==> src/rtl/kbd_pkg.sv <==
package kbd_pkg;

  localparam int unsigned DistW = 32;
  localparam int unsigned IdxW = 20;
  localparam int unsigned RankW = 6;
  localparam int unsigned ListSizeDefault = 8;

  localparam logic KindStatus = 1'b0;
  localparam logic KindEntry = 1'b1;

  // One slot of the list.
  typedef struct packed {
    logic             valid;
    logic [DistW-1:0] distance;
    logic [IdxW-1:0]  idx;
  } entry_t;

  // Token that walks down the chain, one cell per cycle. While shift is low
  // it is the new candidate looking for its place; once placed, the token
  // carries the displaced entry further down.
  typedef struct packed {
    logic   active;
    logic   shift;
    entry_t ent;
  } token_t;

  // Commands that the sequencer broadcasts to every cell.
  typedef struct packed {
    logic clear;
    logic rotate;
  } cell_ctrl_t;

endpackage

==> src/rtl/kbd_in_if.sv <==
interface kbd_in_if import kbd_pkg::*; ();
  logic             valid;
  logic             ready;
  logic             new_query;
  logic             flush;
  logic [DistW-1:0] distance;
  logic [IdxW-1:0]  point_index;

  modport source (output valid, new_query, flush, distance, point_index, input ready);
  modport sink (input valid, new_query, flush, distance, point_index, output ready);
endinterface

==> src/rtl/kbd_out_if.sv <==
interface kbd_out_if import kbd_pkg::*; ();
  logic             valid;
  logic             ready;
  logic             kind;
  logic [RankW-1:0] rank;
  logic [IdxW-1:0]  out_index;
  logic [DistW-1:0] out_distance;
  logic             entry_valid;
  logic             last;

  modport source (output valid, kind, rank, out_index, out_distance, entry_valid, last,
                  input ready);
  modport sink (input valid, kind, rank, out_index, out_distance, entry_valid, last,
                output ready);
endinterface

==> src/rtl/k_best_distance_list.sv <==
// K-best distance list.
//
// The block keeps the LIST_SIZE nearest candidates of one query in a chain
// of cells, sorted by ascending distance. Items arrive as transactions on
// in_i and results leave as transactions on out_o, both valid/ready.
// An insert transaction sends a token down the chain, one cell per cycle,
// then loads the status result; the next item is taken only once the
// status result is in the output register. Ties go to the new item, and a
// point index already held in front of the insertion place leaves the list
// unchanged. A flush transaction reads the list out as LIST_SIZE entry
// results, one per cycle while the output register is free, by rotating
// the chain toward cell zero; after LIST_SIZE steps the list is back in its
// original order, and the next item is taken once the last entry result is
// in the output register.
// The new_query flag empties the list in the cycle the transaction is taken.
// The output register lets the next input transaction be taken while the
// last result still waits. When the receiver stalls, the sequencer holds
// until the output register frees up. Reset leaves the list empty.
module k_best_distance_list import kbd_pkg::*; #(
  parameter int unsigned LIST_SIZE = ListSizeDefault
) (
  input  logic clk_i,
  input  logic rst_ni,
  kbd_in_if.sink    in_i,
  kbd_out_if.source out_o
);

  localparam int unsigned CntW = $clog2(LIST_SIZE + 1);

  localparam logic [1:0] StIdle = 2'd0;
  localparam logic [1:0] StWalk = 2'd1;
  localparam logic [1:0] StStat = 2'd2;
  localparam logic [1:0] StRead = 2'd3;

  logic [1:0]    state_q, state_d;
  logic [CntW-1:0] cnt_q, cnt_d;

  token_t     tok0_q, tok0_d;
  cell_ctrl_t ctrl;
  token_t     tok [LIST_SIZE+1];
  entry_t     entry [LIST_SIZE];

  logic in_acc;
  logic out_free;
  logic cnt_end;

  // Output register.
  logic             ov_q, ov_d;
  logic             kind_q, kind_d;
  logic [RankW-1:0] rank_q, rank_d;
  logic [IdxW-1:0]  oidx_q, oidx_d;
  logic [DistW-1:0] odist_q, odist_d;
  logic             evld_q, evld_d;
  logic             last_q, last_d;

  assign in_i.ready = (state_q == StIdle);
  assign in_acc = in_i.valid && in_i.ready;
  assign out_free = !ov_q || out_o.ready;
  assign cnt_end = (cnt_q == CntW'(LIST_SIZE - 1));

  assign tok[0] = tok0_q;

  // The chain: each cell hands its token to the next cell and, during
  // readout, takes the entry of the next cell, the last one wrapping around.
  for (genvar i = 0; i < LIST_SIZE; i++) begin : g_cell
    kbd_cell u_cell (
      .clk_i   (clk_i),
      .rst_ni  (rst_ni),
      .ctrl_i  (ctrl),
      .tok_i   (tok[i]),
      .rot_i   (entry[(i + 1) % LIST_SIZE]),
      .tok_o   (tok[i+1]),
      .entry_o (entry[i])
    );
  end

  always_comb begin
    state_d = state_q;
    cnt_d = cnt_q;
    tok0_d = '0;
    ctrl = '0;
    ov_d = ov_q && !out_o.ready;
    kind_d = kind_q;
    rank_d = rank_q;
    oidx_d = oidx_q;
    odist_d = odist_q;
    evld_d = evld_q;
    last_d = last_q;

    case (state_q)
      StIdle: begin
        if (in_acc) begin
          ctrl.clear = in_i.new_query;
          cnt_d = '0;
          if (in_i.flush) begin
            state_d = StRead;
          end else begin
            tok0_d = '{active: 1'b1, shift: 1'b0,
                       ent: '{valid: 1'b1, distance: in_i.distance, idx: in_i.point_index}};
            state_d = StWalk;
          end
        end
      end
      StWalk: begin
        cnt_d = cnt_q + CntW'(1);
        if (cnt_end) begin
          state_d = StStat;
        end
      end
      StStat: begin
        if (out_free) begin
          ov_d = 1'b1;
          kind_d = KindStatus;
          rank_d = '0;
          evld_d = entry[LIST_SIZE-1].valid;
          oidx_d = entry[LIST_SIZE-1].valid ? entry[LIST_SIZE-1].idx : '0;
          odist_d = entry[LIST_SIZE-1].valid ? entry[LIST_SIZE-1].distance : '0;
          last_d = 1'b1;
          state_d = StIdle;
        end
      end
      StRead: begin
        if (out_free) begin
          ov_d = 1'b1;
          kind_d = KindEntry;
          rank_d = RankW'(cnt_q);
          evld_d = entry[0].valid;
          oidx_d = entry[0].valid ? entry[0].idx : '0;
          odist_d = entry[0].valid ? entry[0].distance : '0;
          last_d = cnt_end;
          ctrl.rotate = 1'b1;
          cnt_d = cnt_q + CntW'(1);
          if (cnt_end) begin
            state_d = StIdle;
          end
        end
      end
      default: begin
        state_d = StIdle;
      end
    endcase
  end

  always_ff @(posedge clk_i or negedge rst_ni) begin
    if (!rst_ni) begin
      state_q <= StIdle;
      cnt_q <= '0;
      tok0_q <= '0;
      ov_q <= 1'b0;
    end else begin
      state_q <= state_d;
      cnt_q <= cnt_d;
      tok0_q <= tok0_d;
      ov_q <= ov_d;
    end
  end

  always_ff @(posedge clk_i) begin
    kind_q <= kind_d;
    rank_q <= rank_d;
    oidx_q <= oidx_d;
    odist_q <= odist_d;
    evld_q <= evld_d;
    last_q <= last_d;
  end

  assign out_o.valid = ov_q;
  assign out_o.kind = kind_q;
  assign out_o.rank = rank_q;
  assign out_o.out_index = oidx_q;
  assign out_o.out_distance = odist_q;
  assign out_o.entry_valid = evld_q;
  assign out_o.last = last_q;

  // A token enters the chain only at the start of a walk.
  a_tok_walk: assert property (@(posedge clk_i) disable iff (!rst_ni)
    tok0_q.active |-> (state_q == StWalk))
    else $error("token injected outside a walk");

  // A status result is always the last result of its item.
  a_stat_last: assert property (@(posedge clk_i) disable iff (!rst_ni)
    (out_o.valid && (out_o.kind == KindStatus)) |-> out_o.last)
    else $error("status result without last");

  // The final readout entry is the last slot.
  a_read_last: assert property (@(posedge clk_i) disable iff (!rst_ni)
    (out_o.valid && (out_o.kind == KindEntry) && out_o.last) |->
    (out_o.rank == RankW'(LIST_SIZE - 1)))
    else $error("readout ends at the wrong rank");

  // Outside readout, occupied slots form a prefix of the list.
  for (genvar i = 0; i + 1 < LIST_SIZE; i++) begin : g_prefix
    a_prefix: assert property (@(posedge clk_i) disable iff (!rst_ni)
      ((state_q != StRead) && entry[i+1].valid) |-> entry[i].valid)
      else $error("occupied slots do not form a prefix");
  end

endmodule

==> src/rtl/kbd_cell.sv <==
module kbd_cell import kbd_pkg::*; (
  input  logic       clk_i,
  input  logic       rst_ni,
  input  cell_ctrl_t ctrl_i,
  input  token_t     tok_i,
  input  entry_t     rot_i,
  output token_t     tok_o,
  output entry_t     entry_o
);

  entry_t entry_q, entry_d;
  token_t tok_q, tok_d;

  logic dup;
  logic place;

  assign dup = entry_q.valid && (entry_q.idx == tok_i.ent.idx);
  assign place = !entry_q.valid || (entry_q.distance >= tok_i.ent.distance);

  always_comb begin
    entry_d = entry_q;
    tok_d = '0;
    if (ctrl_i.clear) begin
      entry_d.valid = 1'b0;
    end else if (ctrl_i.rotate) begin
      entry_d = rot_i;
    end else if (tok_i.active) begin
      if (tok_i.shift) begin
        entry_d = tok_i.ent;
        tok_d = '{active: entry_q.valid, shift: 1'b1, ent: entry_q};
      end else if (dup) begin
        // The index is already held in front of the stop point: the wave ends here.
        tok_d = '0;
      end else if (place) begin
        entry_d = tok_i.ent;
        tok_d = '{active: entry_q.valid, shift: 1'b1, ent: entry_q};
      end else begin
        tok_d = tok_i;
      end
    end
  end

  always_ff @(posedge clk_i or negedge rst_ni) begin
    if (!rst_ni) begin
      entry_q <= '0;
      tok_q <= '0;
    end else begin
      entry_q <= entry_d;
      tok_q <= tok_d;
    end
  end

  assign tok_o = tok_q;
  assign entry_o = entry_q;

endmodule
==> src/flat_wrapper.sv <==
// flat-port wrapper written by rule: the top's interface ports become plain ports
module k_best_distance_list_flat import kbd_pkg::*;
#(
  parameter int unsigned LIST_SIZE = ListSizeDefault
)
  (clk_i, rst_ni, in_i_valid, in_i_new_query, in_i_flush, in_i_distance, in_i_point_index, in_i_ready, out_o_valid, out_o_kind, out_o_rank, out_o_out_index, out_o_out_distance, out_o_entry_valid, out_o_last, out_o_ready);
  kbd_in_if in_i_i ();
  kbd_out_if out_o_i ();
  input  logic clk_i;
  input  logic rst_ni;
  input wire logic [$bits(in_i_i.valid)-1:0] in_i_valid;
  input wire logic [$bits(in_i_i.new_query)-1:0] in_i_new_query;
  input wire logic [$bits(in_i_i.flush)-1:0] in_i_flush;
  input wire logic [$bits(in_i_i.distance)-1:0] in_i_distance;
  input wire logic [$bits(in_i_i.point_index)-1:0] in_i_point_index;
  output wire logic [$bits(in_i_i.ready)-1:0] in_i_ready;
  output wire logic [$bits(out_o_i.valid)-1:0] out_o_valid;
  output wire logic [$bits(out_o_i.kind)-1:0] out_o_kind;
  output wire logic [$bits(out_o_i.rank)-1:0] out_o_rank;
  output wire logic [$bits(out_o_i.out_index)-1:0] out_o_out_index;
  output wire logic [$bits(out_o_i.out_distance)-1:0] out_o_out_distance;
  output wire logic [$bits(out_o_i.entry_valid)-1:0] out_o_entry_valid;
  output wire logic [$bits(out_o_i.last)-1:0] out_o_last;
  input wire logic [$bits(out_o_i.ready)-1:0] out_o_ready;
  assign in_i_i.valid = in_i_valid;
  assign in_i_i.new_query = in_i_new_query;
  assign in_i_i.flush = in_i_flush;
  assign in_i_i.distance = in_i_distance;
  assign in_i_i.point_index = in_i_point_index;
  assign in_i_ready = in_i_i.ready;
  assign out_o_valid = out_o_i.valid;
  assign out_o_kind = out_o_i.kind;
  assign out_o_rank = out_o_i.rank;
  assign out_o_out_index = out_o_i.out_index;
  assign out_o_out_distance = out_o_i.out_distance;
  assign out_o_entry_valid = out_o_i.entry_valid;
  assign out_o_last = out_o_i.last;
  assign out_o_i.ready = out_o_ready;
  k_best_distance_list #(.LIST_SIZE(LIST_SIZE)) u_core (.clk_i(clk_i), .rst_ni(rst_ni), .in_i(in_i_i), .out_o(out_o_i));
endmodule
==> config.mk <==
export PLATFORM = sky130hd
export DESIGN_NAME = k_best_distance_list_flat
export DESIGN_NICKNAME = d
export VERILOG_FILES = /design/src/rtl/kbd_pkg.sv /design/src/rtl/kbd_in_if.sv /design/src/rtl/kbd_out_if.sv /design/src/rtl/k_best_distance_list.sv /design/src/rtl/kbd_cell.sv /design/src/flat_wrapper.sv
export SDC_FILE = /design/constraint.sdc
export NUM_CORES = 2
export LEC_CHECK = 0
export BUFFER_PORTS_ARGS = -buffer_cell sky130_fd_sc_hd__buf_2
export CAP_MARGIN = 0
export CELL_PAD_IN_SITES_DETAIL_PLACEMENT = 0
export CELL_PAD_IN_SITES_GLOBAL_PLACEMENT = 1
export CORE_ASPECT_RATIO = 1.1
export CORE_UTILIZATION = 30
export CTS_CLUSTER_SIZE = 20
export DETAILED_ROUTE_END_ITERATION = 8
export MAX_ROUTING_LAYER = met4
export PLACE_DENSITY_LB_ADDON = 0.15
export SYNTH_ARGS = -nofsm -noshare
export SYNTH_HDL_FRONTEND = slang
export SYNTH_SLANG_ARGS = --single-unit
==> constraint.sdc <==
create_clock -name clk_i -period 4.1 [get_ports clk_i]
set_input_delay 0.82 -clock clk_i [delete_from_list [all_inputs] [get_ports clk_i]]
set_output_delay 0.82 -clock clk_i [all_outputs]
set_load 0.01 [all_outputs]
==> flow_metrics.tcl <==
set metrics [dict create \
    clk_latency_ps 740 \
    cp_num_buf_inv 1 \
    start_kind "flop" \
    syn_area_um2 47930 \
    finalCritPeriodShare_pct 87.74 \
    num_rows 153 \
    num_vias 33678 \
    drv_cap 0 \
    synth_area_leader_cell "dfrtp_1" \
    yosys.area_share.simple_pct 12.61 \
    place_inst 6693 \
    clockBufferDepth 3 \
    stdcell_count 6902 \
    synth_seq_cells 921 \
    drive_gt1_share_pct 14.24 \
    grt_remaining_overflow 0 \
    final.setup.worst_slack_ps 502.6 \
    placed_cell_area_um2 51000 \
    io_buffers 118 \
    ys_seq_area_share_pct 48.70 \
    cp_cell_sequence "ha_1 > and4_1 > nand2_1 > nor3_1 > o31ai_1 > o2111ai_1 > a31o_2 > o2bb2ai_4 > buf_4 > a22o_1" \
    synth_top_flop_cell "dfrtp_1" \
    gp_congestion 0.8191 \
    clock-root-buffer "clkbuf_16" \
    multi_input_comb_area_um2 22360 \
    drtPass1Iterations 7 \
    cts_buffers 109 \
    synth_top_family_by_area "compound AO/OA/AOI/OAI gates" \
    die_x_um 383.1 \
    peakVddDrop_v 0.0004525 \
    cts_max_level 3 \
    endpoint_kind "flop" \
    finalHoldViolations 0 \
    max_slew_margin_pct 33.51 \
    tns_ps 0 \
    dp_hpwl_um 102600 \
    fin_nets 5027 \
    synthTopCellsByCount "dfrtp_1, nand2_1, a22o_1" \
    post_cts_buffers 0 \
    holdWs_ps 76.44 \
    synth_xor_xnor_area_share_pct 2.997 \
    final_util_pct 34.56 \
    switchingPower_mw 13.10 \
    switching_share_pct 38.89 \
    power.internal_mw 20.59 \
    p_leak_nw 25.52 \
    grt_max_degree 142 \
    start_util_pct 30.28 \
    drc 30 \
    grtUsageTotal_pct 18.73 \
    synth_top_area_share_pct 45.00 \
    fillers 15859 \
    hp-class "in -> async" \
    cpPeakStageDelay_ps 530 \
    fp.coreArea_um2 158300 \
    ctsResizeCount 0 \
    worst_slew_pin_slew_ps 997.3 \
    pwr-share-comb_pct 33.2 \
    clk_pin_slew_worst_paths_ps 60 \
    p_total_mw 33.69 \
    fmax_mhz 278.0 \
    pre_cts_slack_ps 515.0 \
    wl_um 146300 \
    rsz0062_at_grt "false" \
    yosys.cell_count.top_type "dfrtp_1" \
    fin_worst_skew_ps 27.57 \
    wl_per_cell_um 21.20 \
    syn_avg_cell_area_um2 10.25 \
    p_per_area_nw_per_um2 615.7 \
    die_area_um2 161400 \
    path_max_fanout 34 \
    vias_per_cell 4.879 \
    async_flop_share_pct 93.59 \
    pwr-share-clk_pct 30.0 \
    io_pins 121 \
    p_seq_share_pct 36.8 \
    syn_inst 4675 \
    drt_iter0_markers 2314 \
    cpMaxStageDelayCell "nor3_1" \
    synth_edf_count 59 \
    violations "DRC" \
    ys_types 67 \
    finalMaxSlewViolations 0 \
    cts_hold_buf 0 \
    period_needed_ps 3597 \
    critical_path_arrival_ps 4270 \
    grt_pass1_vias 34650 \
    status "complete, but fails checks" \
    numClockSinks 921 \
    grt_pass1_wl_um 225500 \
    area_growth_pct 14.14 \
    synth_compound_area_share_pct 16.28 \
    synth_fa_ha_area_share_pct 6.708 \
    synth_mux_area_share_pct 7.726 \
    seq_area_um2 23340 \
    required_ps 4770 \
    yosys_warnings 0 \
    critPathTopFamily "compound AO/OA/AOI/OAI gates" \
    finalInstanceArea_um2 54710 \
    fp.dieH_um 421.2 \
    antenna_found_initial 3 \
    postRouteAntennaNets 0 \
    synthTopCellsByArea "dfrtp_1, ha_1, a22o_1" \
    setup-violations-final 0 \
    path_class "reg -> reg" \
    tritoncts "built" \
]
[kinds of logic after synthesis]
| group | Yosys count |
|---|---|
| other cells | 1 |
| simple gates | 1345 |
| compound gates | 1100 |
| xor+xnor | 164 |
| fa+ha+maj | 257 |
| buf+inv | 549 |
| mux | 338 |
| flops | 921 |
[worst paths after layout]
path / startpoint / to / slack [ps] / cells past startpoint
worst min register to register: u_core.g_cell[5].u_cell.tok_o[31]$_DFF_PN0_ / u_core.g_cell[6].u_cell.tok_o[31]$_DFF_PN0_ / 490 / 1
worst max register to register: u_core.g_cell[4].u_cell.entry_o[33]$_DFFE_PN0P_ / u_core.g_cell[4].u_cell.tok_o[13]$_DFF_PN0_ / 500 / 10
worst max-delay path: u_core.g_cell[4].u_cell.entry_o[33]$_DFFE_PN0P_ / u_core.g_cell[4].u_cell.tok_o[13]$_DFF_PN0_ / 500 / 10
worst min-delay path: rst_ni / u_core.tok[477]$_DFF_PN0_ / 80 / 1
min in group clk_i: in_i_distance[2] / u_core.tok[462]$_DFF_PN0_ / 290 / 2
max in group asynchronous: rst_ni / u_core.g_cell[7].u_cell.entry_o[11]$_DFFE_PN0P_ / 2910 / 3
[cell type report]
class | instances | share of cell area [%]
clock buffers | 146 | 5.626
flip-flops and latches | 921 | 42.66
clock inverters | 58 | 1.137
diodes | 5 | 0.02287
inverters | 268 | 1.839
multi-input cells | 3206 | 40.87
well taps | 2092 | 4.784
repair buffers | 206 | 3.060
[placed cells by master, fill, tap and decap left out, types with 17 or more instances in the layout]
cell	count
a22o_1	364
dfrtp_1	862
clkbuf_8	19
buf_4	55
ha_1	257
o21ai_0	240
o21a_1	54
a2111oi_0	26
edfxtp_1	59
a22oi_1	51
nand2_1	739
mux2_2	252
buf_2	117
nor2_1	277
a21oi_1	208
clkinv_2	29
a211o_1	52
clkbuf_1	17
xnor2_1	87
xor2_1	77
clkbuf_16	110
inv_1	268
nand4_1	53
buf_12	33
and4_1	26
mux2i_1	82
nor4_1	51
nand3_1	26
a21o_1	19
and2_1	103
[power by group through the flow]
stage | Clock (mW) | Sequential, mW | Combinational (mW)
after floorplan | 0 | 11.7 | 7.82
after global placement | 0 | 12.5 | 11.4
after detailed placement | 0 | 12.6 | 11.4
after CTS | 10.5 | 12.4 | 11.5
after global routing | 10.8 | 12.6 | 12.4
final | 10.1 | 12.4 | 11.2
[flip-flops by register name, indices dropped and copies added, names as in the netlist]
register,cells
u_core.g_cell.u_cell.tok_o,378
u_core.out_o.out_index,20
u_core.out_o.last,1
u_core.out_o.kind,1
u_core.tok,53
u_core.out_o.entry_valid,1
u_core.out_o.rank,4
u_core.out_o.valid,1
u_core.out_o.out_distance,32
u_core.cnt_q,4
u_core.g_cell.u_cell.entry_o,424
u_core.state_q,2
[layer usage]
metal / routed length [µm] / GRT usage (%) / vias to the layer above
li1: - / - / 16511
met1: 79380 / 28.69 / 16521
met2: 59590 / 25.71 / 496
met3: 4310 / 2.076 / 150
met4: 3057 / 4.927 / 0
met5: 0 / - / -
(Power assumes the default switching activity.)
